==> config.mk <==
export PLATFORM = sky130hd
export DESIGN_NAME = ppd_sqrt
export DESIGN_NICKNAME = d
export VERILOG_FILES = /design/src/hdl/ppd_pkg.sv /design/src/hdl/ppd_sqrt.sv
export SDC_FILE = /design/constraint.sdc
export NUM_CORES = 1
export LEC_CHECK = 0
export ABC_AREA = 1
export BUFFER_PORTS_ARGS = -buffer_cell sky130_fd_sc_hd__buf_2
export CORE_MARGIN = 1
export CORE_UTILIZATION = 53
export DETAILED_ROUTE_END_ITERATION = 16
export PLACE_DENSITY = 0.71
export SYNTH_ARGS = -nofsm -noshare
export SYNTH_HDL_FRONTEND = slang
export SYNTH_SLANG_ARGS = --single-unit
==> constraint.sdc <==
create_clock -name clk_i -period 3.2 [get_ports clk_i]
set_input_delay 0.64 -clock clk_i [delete_from_list [all_inputs] [get_ports clk_i]]
set_output_delay 0.64 -clock clk_i [all_outputs]
set_load 0.02 [all_outputs]
==> src/hdl/ppd_pkg.sv <==
// Shared types and constants of the point to polyline distance block.
// No dependencies; imported by every module of the block.
`timescale 1ns / 1ps
`default_nettype none

package ppd_pkg;

  localparam int MAX_VERTICES = 256;
  localparam int ADDR_W       = $clog2(MAX_VERTICES);
  localparam int CNT_W        = 9;
  localparam int IDX_W        = 8;
  localparam int COORD_W      = 24;
  localparam int DIFF_W       = COORD_W + 1;
  localparam int MUL_W        = DIFF_W + 1;
  localparam int PROD_W       = 2 * MUL_W;
  localparam int DD_W         = 2 * DIFF_W;
  localparam int DOT_W        = DD_W + 1;
  localparam int MAG_W        = 2 * COORD_W + 1;
  localparam int MAG_LO_W     = DIFF_W;
  localparam int MAG_HI_W     = MAG_W - MAG_LO_W;
  localparam int NUM_W        = 2 * MAG_W;
  localparam int CAND_W       = 2 * COORD_W + 1;
  localparam int ROOT_W       = 25;
  localparam int REM_W        = ROOT_W + 2;
  localparam int DIV_CNT_W    = $clog2(CAND_W);
  localparam int SQ_CNT_W     = $clog2(ROOT_W);
  localparam int IN_DATA_W    = 56;
  localparam int OUT_DATA_W   = 32;

  localparam logic [CNT_W-1:0] VCOUNT_MIN   = CNT_W'(2);
  localparam logic [CNT_W-1:0] VCOUNT_MAX   = CNT_W'(MAX_VERTICES);
  localparam logic [CNT_W-1:0] VCOUNT_RESET = CNT_W'(2);

  localparam logic KIND_LOAD    = 1'b0;
  localparam logic KIND_QUERY   = 1'b1;
  localparam logic STATUS_OK    = 1'b0;
  localparam logic STATUS_RANGE = 1'b1;

  typedef enum logic [7:0] {
    ST_IDLE = 8'b0000_0001,
    ST_RDA  = 8'b0000_0010,
    ST_RDB  = 8'b0000_0100,
    ST_DIFF = 8'b0000_1000,
    ST_MUL  = 8'b0001_0000,
    ST_DIV  = 8'b0010_0000,
    ST_SQRT = 8'b0100_0000,
    ST_OUT  = 8'b1000_0000
  } state_e;

  typedef enum logic [3:0] {
    MS_DXDX, MS_DYDY, MS_VXDX, MS_VYDY, MS_VXVX, MS_VYVY, MS_WXWX, MS_WYWY,
    MS_VXDY, MS_VYDX, MS_GAP, MS_HH, MS_HL, MS_LL, MS_TAIL, MS_DECIDE
  } mul_step_e;

endpackage

`default_nettype wire

==> src/hdl/ppd_sqrt.sv <==
// Iterative integer square root, two radicand bits per cycle.
// Depends on ppd_pkg for widths.
`timescale 1ns / 1ps
`default_nettype none

module ppd_sqrt import ppd_pkg::*; (
  input  wire logic              clk_i,
  input  wire logic              rst_ni,
  input  wire logic              start_i,
  input  wire logic [CAND_W-1:0] radicand_i,
  output logic                   done_o,
  output logic [ROOT_W-1:0]      root_o
);

  logic [2*ROOT_W-1:0] rad_q;
  logic [REM_W-1:0]    rem_q;
  logic [ROOT_W-1:0]   root_q;
  logic [SQ_CNT_W-1:0] cnt_q;
  logic                run_q;
  logic                done_q;

  logic [REM_W+1:0] rem_s;
  logic [REM_W+1:0] trial;
  logic             fit;

  assign rem_s = {rem_q, rad_q[2*ROOT_W-1 -: 2]};
  assign trial = (REM_W+2)'({root_q, 2'b01});
  assign fit   = rem_s >= trial;

  always_ff @(posedge clk_i or negedge rst_ni) begin
    if (!rst_ni) begin
      run_q  <= 1'b0;
      done_q <= 1'b0;
      cnt_q  <= '0;
    end else begin
      done_q <= 1'b0;
      if (start_i) begin
        run_q <= 1'b1;
        cnt_q <= '0;
      end else if (run_q) begin
        cnt_q <= cnt_q + SQ_CNT_W'(1);
        if (cnt_q == SQ_CNT_W'(ROOT_W - 1)) begin
          run_q  <= 1'b0;
          done_q <= 1'b1;
        end
      end
    end
  end

  always_ff @(posedge clk_i) begin
    if (start_i) begin
      rad_q  <= (2*ROOT_W)'(radicand_i);
      rem_q  <= '0;
      root_q <= '0;
    end else if (run_q) begin
      rad_q <= {rad_q[2*ROOT_W-3:0], 2'b00};
      if (fit) begin
        rem_q  <= REM_W'(rem_s - trial);
        root_q <= {root_q[ROOT_W-2:0], 1'b1};
      end else begin
        rem_q  <= REM_W'(rem_s);
        root_q <= {root_q[ROOT_W-2:0], 1'b0};
      end
    end
  end

  assign done_o = done_q;
  assign root_o = root_q;

endmodule

`default_nettype wire

### Word level (Yosys, flattened, before mapping)

Cells that the tools add are included.

* output and inout port bits: 26
* logic and storage cells: 24
* input port bits: 52
* flip-flop bits (word level): 109

* add/sub/neg operators: 2
* reduce and logical (&&, ||, !) cells: 1
* multiplexer cells: 12
* equality and inequality tests: 1
* order comparisons: 1

Operator list (number)
* $mux 49: 2
* $ge 29x27->1: 1
* $mux 27: 1
* $sub 27x27->27: 1
* $mux 5: 2
* $mux 1: 7
* $add 5x1->5 const B: 1
* $eq 5x5->1 const B: 1
* $reduce_bool 2->1: 1

### Depth between registers and ports, before layout

Gate-level depths: netlist (run 1).

* depth after elaboration: 4
* gate-level depth with buffers: 16
* mapped depth without buffers: 16

### Worst setup path before layout (run 1)

OpenSTA, ideal clock, no wires.

* path kind: input to register
* from: in start_i
* to: reg rad_q[0], enable pin
* data required time: 2767 ps
* data arrival time: 2380 ps
* stages: 3
* path slack: 387 ps
* setup time: 433 ps
* path through: nor2_1 clkinv_1 buf_1

* word-level cells in the longest chain between the ends: 1

Ends and longest elaborated chain
* from (decl): line ppd_sqrt.sv:9 `input wire logic start_i,`
* $reduce_bool 2->1 (no source line)
* to (signal assigned): line ppd_sqrt.sv:52 `rad_q <= (2*ROOT_W)'(radicand_i);`
* to (signal assigned): line ppd_sqrt.sv:56 `rad_q <= {rad_q[2*ROOT_W-3:0], 2'b00};`
* to (decl): line ppd_sqrt.sv:15 `logic [2*ROOT_W-1:0] rad_q;`

No other way between the ends.
A chain may end at the register's enable or synchronous reset.

### Worst setup path in the final report (run 1)

* from: reg root_q[2] (netlist: root_o[2])
* to: reg rem_q[18]

* word-level cells in the longest chain between the ends: 2
* elaborated cells between the ends (all ways): 3
* classes of those cells: add/sub (1); order compare (1); mux (1)

Ends and longest elaborated chain
* from (decl): line ppd_sqrt.sv:17 `logic [ROOT_W-1:0] root_q;`
* from (signal assigned): line ppd_sqrt.sv:59 `root_q <= {root_q[ROOT_W-2:0], 1'b1};`
* from (signal assigned): line ppd_sqrt.sv:62 `root_q <= {root_q[ROOT_W-2:0], 1'b0};`
* $sub 27x27->27 / $ge 29x27->1 (equally long branches): line ppd_sqrt.sv:58, ppd_sqrt.sv:28
* $mux 27 *: line ppd_sqrt.sv:57 `if (fit) begin`
* to (signal assigned): line ppd_sqrt.sv:58 `rem_q <= REM_W'(rem_s - trial);`
* to (signal assigned): line ppd_sqrt.sv:61 `rem_q <= REM_W'(rem_s);`
* to (decl): line ppd_sqrt.sv:16 `logic [REM_W-1:0] rem_q;`

Every way passes the cells marked *; elsewhere a longest branch is shown, timed or not.

==> results of run 1 <==
final cells by class:
cell class / instances / area share
clock buffers: 11 / 0.03260
multi-input cells: 631 / 0.4231
clock inverters: 5 / 0.009290
inverters: 125 / 0.06573
flip-flops and latches: 109 / 0.3793
well taps: 143 / 0.02507
repair buffers: 84 / 0.06486
registers in the layout (all words and copies together), names as in the netlist:
name	flops
rem_q	27
root_o	25
done_o	1
rad_q	50
cnt_q	5
run_q	1
cell families (layout without fill, tap and decap cells):
kind of cell / Yosys count / count (layout) / share of synthesized area
XOR/XNOR: 14 / 14 / 0.01943
AND/OR/NAND/NOR: 499 / 499 / 0.3223
AO/OA/AOI/OAI: 89 / 89 / 0.07928
buffers and inverters: 150 / 225 / 0.09257
flip-flops: 109 / 109 / 0.4289
adder cells (fa/ha/maj): 29 / 29 / 0.05748
worst max path at each step:
stage / depth (start not counted) / to
after global placement: 12 / rem_q[17]
after floorplan: 3 / rad_q[0]
after global routing: 14 / rem_q[15]
after detailed placement: 12 / rem_q[17]
after CTS: 12 / rem_q[15]
final: 12 / rem_q[18]
per-layer routing:
metal | share of wire | up-vias
met5 | 0 | -
met4 | 0.019 | 0
met3 | 0.054 | 21
met2 | 0.47 | 130
met1 | 0.46 | 2479
li1 | - | 2958
per-stage QoR:
step                instances  cell area, um^2  hold slack [ns]  utilization  setup slack (ns)
global route             1108             7138          0.09512       0.6198            0.3496
finish                   1108             7138          0.09889       0.6198            0.6088
detailed placement       1092             6839           0.4619       0.5939            0.6374
global placement         1092             6839           0.4594       0.5939            0.6697
CTS                      1108             7138          0.09466       0.6198            0.6072
floorplan                 890             6312           0.3444            -            0.3870
report_power, final:
group | switching (mW) | internal, mW | total (mW)
clock | 0.511 | 0.619 | 1.13
sequential | 0.139 | 1.68 | 1.82
combinational | 2.22 | 1.26 | 3.48
total | 2.87 | 3.56 | 6.43
cells in the mapped netlist, types with 6 or more instances:
cell      number  area share
nand4_1       14       0.014
inv_1        120       0.071
a21oi_1       36       0.029
o21bai_1       6      0.0071
nand2_1      370        0.22
edfxtp_1      49        0.23
dfrtp_1        7       0.028
nand3_1       36       0.029
xnor2_1       11       0.015
o21ai_0       19       0.015
nor2_1        50       0.030
nor3_1         8      0.0063
dfxtp_1       53        0.17
ha_1          29       0.057
clkbuf_1      18       0.011
o22ai_1       24       0.024
==> flow_metrics.py, run 1 <==
metrics = {
    "floorplan": {
        "ios": 78,
        "initial_core_util": 0.5481,
        "die_height_um": 111.1,
        "die_area_um2": 12350,
        "core_um2": 11520,
        "rows": 39,
        "die_x_um": 111.1,
    },
    "clocking": {
        "cts_buffers": 9,
        "htree_levels": 3,
        "post_cts_resized": 0,
        "clk_path_buf_depth": 2,
        "root_buffer": "clkbuf_16",
        "path_clk_slew_ns": 0.07,
        "insertion_delay_ns": 0.36,
        "clock-sinks": 109,
        "cts_tree": "done",
        "ctsHoldBuffers": 0,
        "post-cts-setup-buffers": 0,
    },
    "sta": {
        "fmax_mhz": 385.9,
        "finalSetupViolCount": 0,
        "fin_crit_sh": 0.8098,
        "finalClockSkew_ns": 0.006498,
        "max_slew_margin": 0.5233,
        "final-hold-violation-count": 0,
        "rsz0062_at_grt": "no",
        "tightest_slew_ns": 0.7140,
        "drv_slew": 0,
        "finalCriticalPeriod_ns": 2.591,
        "tns_ns": 0,
    },
    "layout": {
        "nNetsFinal": 1041,
        "diodes": 0,
        "drive_gt1_frac": 0.1161,
        "fill_cells": 1105,
        "final_cell_mix": "370 x nand2_1, 120 x inv_1, 77 x buf_2",
        "seq_area_um2": 2708,
        "mostFrequentLayoutCell": "nand2_1",
        "area_growth_syn_to_layout_pct": 13.08,
        "multiInputGateArea_um2": 3020,
    },
    "yosys": {
        "syn-num-nets": 971,
        "synth-main-ff-cell": "dfxtp_1",
        "syn_inst": 890,
        "synth-seq-cells": 109,
        "async_reset_ff_frac": 0.06422,
        "synth_seq_area_share": 0.4289,
        "synth_cell_type_count": 36,
        "avgSynthCellArea_um2": 7.092,
        "ys_warn_count": 0,
        "synth-edff-count": 49,
        "synth_area_um2": 6312,
    },
    "setup_path": {
        "startpoint": "root_o[2]",
        "cp-start-kind": "flop",
        "timing.reg2reg.setup_slack_ns": 0.61,
        "rr_startpoint": "root_o[2]",
        "required_ns": 3.45,
        "cp_num_buf_inv": 2,
        "end_kind": "flop",
        "slowest_stage": "nand3_2",
        "reg2reg_depth": 12,
        "max_stage_delay_ns": 0.37,
        "crit_fanout": 25,
        "worstPathCellList": "inv_1 -> ha_1 -> a21oi_1 -> nand3_2 -> nand2_1 -> nand2_1 -> nand2_1 -> nand3_2 -> buf_12 -> or2_1 -> nand3_1 -> nand2_1",
        "crit_top_cell": "nand2_1",
        "path_delay_family": "simple AND/OR/NAND/NOR gates",
        "crit_type": "reg -> reg",
        "r2r-end": "rem_q[18]",
        "crit_arrival_ns": 2.84,
    },
    "drt": {
        "finalWirelength_um": 14080,
        "first_pass_iters": 12,
        "drcViolationCount": 2,
        "wire_per_inst_um": 12.71,
        "via_per_inst": 5.043,
        "vias": 5588,
        "ant_nets": 0,
        "initialDrtViolationCount": 238,
    },
    "placed_design": {
        "numPortBuffers": 77,
        "gp_congestion": 0.9130,
        "dp_hpwl_um": 10330,
    },
    "pwr": {
        "vdd_ir_drop_max_uv": 445.8,
        "power_density_nw_per_um2": 900.8,
        "leakage_nw": 3.746,
        "finalPower_mw": 6.430,
    },
    "global_routing": {
        "grt_pass1_wl_um": 24460,
        "grt.met3_usage": 0.06014,
        "grt_pass1_vias": 5282,
        "gr-total-overflow": 0,
        "grt-busiest-layer": "met2",
        "met2_usage": 0.4168,
        "grt_max_degree": 47,
        "use_met1": 0.3101,
        "antenna_found_initial": 0,
        "grt_usage": 0.2464,
    },
    "outcome": {
        "violations": "DRC",
        "status": "complete, but fails checks",
    },
    "job": {
        "drv_cap": 0,
    },
    "worst_hold_path": {
        "hold_path_class": "in -> async",
    },
}
No activity file was read; power rests on OpenSTA's default activity.
==> run 2: changes to the inputs <==
Clock period 3.2 ns to 2.45 ns, I/O delays scaled along.
==> run 2 against run 1 <==
Compared with the run above: the flow now finishes without violations; clock power grew 27%; non-clock buffer count is 4 higher; sequential share of layout area decreased by 0.27 points; count of clock-buffer cells in the layout shrank 1; critical endpoint is now rem_q[15]; largest cell class unchanged.
==> flow_metrics.py, run 2 (synthesized netlist as in run 1, its figures left out) <==
metrics = {
    "clocking": {
        "clock-sinks": 109,
        "root_buffer": "clkbuf_16",
        "post-cts-setup-buffers": 0,
        "clk_path_buf_depth": 2,
        "cts_tree": "done",
        "path_clk_slew_ns": 0.08,
        "htree_levels": 3,
        "insertion_delay_ns": 0.36,
        "cts_buffers": 9,
    },
    "pwr": {
        "power_density_nw_per_um2": 1185,
        "vdd_ir_drop_max_uv": 602.7,
        "leakage_nw": 3.765,
    },
    "global_routing": {
        "antenna_found_initial": 0,
        "gr-total-overflow": 0,
        "grt_pass1_vias": 5263,
        "grt_pass1_wl_um": 24110,
        "grt_max_degree": 50,
        "grt_usage": 0.2427,
    },
    "setup_path": {
        "reg2reg_depth": 14,
        "timing.reg2reg.setup_slack_ns": 0.19,
        "cp-start-kind": "flop",
        "end_kind": "flop",
        "crit_arrival_ns": 2.51,
        "crit_fanout": 24,
        "required_ns": 2.70,
        "crit_type": "reg -> reg",
    },
    "sta": {
        "max_slew_margin": 0.5492,
        "drv_slew": 0,
        "rsz0062_at_grt": "no",
        "tns_ns": 0,
        "finalCriticalPeriod_ns": 2.255,
        "fin_crit_sh": 0.9206,
        "tightest_slew_ns": 0.6752,
        "finalClockSkew_ns": 0.009155,
        "final-hold-violation-count": 0,
        "fmax_mhz": 443.4,
        "finalSetupViolCount": 0,
    },
    "placed_design": {
        "gp_congestion": 0.9125,
        "dp_hpwl_um": 10310,
        "numPortBuffers": 77,
    },
    "job": {
        "drv_cap": 0,
    },
    "layout": {
        "drive_gt1_frac": 0.1238,
        "largest_reg_flops": 50,
        "top_register": "rad_q",
        "area_growth_syn_to_layout_pct": 13.90,
        "nNetsFinal": 1045,
        "final_cell_mix": "370 x nand2_1, 120 x inv_1, 77 x buf_2",
        "final_core_util": 0.6243,
        "diodes": 0,
        "mostFrequentLayoutCell": "nand2_1",
    },
    "drt": {
        "vias": 5582,
        "ant_nets": 0,
        "wire_per_inst_um": 12.73,
        "drcViolationCount": 0,
        "finalWirelength_um": 14160,
        "via_per_inst": 5.020,
        "first_pass_iters": 5,
        "initialDrtViolationCount": 296,
    },
    "floorplan": {
        "die_x_um": 111.1,
        "ios": 78,
        "rows": 39,
        "die_area_um2": 12350,
        "die_height_um": 111.1,
        "initial_core_util": 0.5481,
        "core_um2": 11520,
    },
    "worst_hold_path": {
        "hold_path_class": "in -> reg",
        "whs_path_depth": 3,
    },
    "outcome": {
        "status": "finished, final reports clean",
    },
}
-- run 2: metrics by stage --
step | setup WS [ns] | hold WS (ns) | total power [mW] | area (um^2) | instances
floorplan | 0.3601 | 0.1944 | 5.947 | 6320 | 890
global route | 0.007739 | 0.3783 | 9.333 | 7189 | 1112
global placement | 0.1984 | 0.3305 | 6.889 | 6842 | 1094
CTS | 0.1525 | 0.3753 | 8.387 | 7143 | 1111
finish | 0.1946 | 0.3846 | 8.522 | 7189 | 1112
detailed placement | 0.1671 | 0.3353 | 6.920 | 6842 | 1094
-- run 2: area by class of cell --
cell class | count | area (um^2)
fill | 1137 | 4327
multi-input combinational | 631 | 3042
clock inverter | 6 | 62.56
sequential | 109 | 2708
inverter | 125 | 469.2
timing repair buffer | 88 | 500.5
tap | 143 | 178.9
clock buffer | 10 | 229.0
-- run 2: power breakdown --
part | switching, mW | internal, mW
registers | 0.190 | 2.20
logic | 2.95 | 1.75
clock network | 0.708 | 0.719
-- run 2: worst paths after layout --
path / from / endpoint
max: root_o[2] / rem_q[15]
max in group asynchronous: rst_ni / done_o
min reg2reg: rem_q[26] / rem_q[26]
max reg2reg: root_o[2] / rem_q[15]
min: radicand_i[0] / rad_q[0]
min in group asynchronous: rst_ni / cnt_q[3]
-- run 2: layer usage --
layer	vias to the layer above	global-route usage	share of wire
li1	2966	-	-
met1	2480	0.3010	0.45
met2	119	0.4138	0.48
met3	17	0.06178	0.050
met4	0	0.07568	0.016
met5	-	0	0
-- run 2: critical path: stages, from the launching register on --
cell,delay (ns)
dfxtp_1,0.33
inv_1,0.07
ha_1,0.37
nand2_1,0.13
inv_1,0.05
nand2_1,0.09
nand3_2,0.12
nand2_1,0.08
nand2_1,0.10
nand2_1,0.10
nand3_2,0.13
clkbuf_16,0.22
or2_1,0.21
nand3_1,0.08
nand2_1,0.04
-- run 2: timing repair --
item,4_1_cts,5_1_grt
endpoints found under the setup margin,0,5
hold endpoints to repair,7,0
hold buffers,1,0
resized for setup,0,4
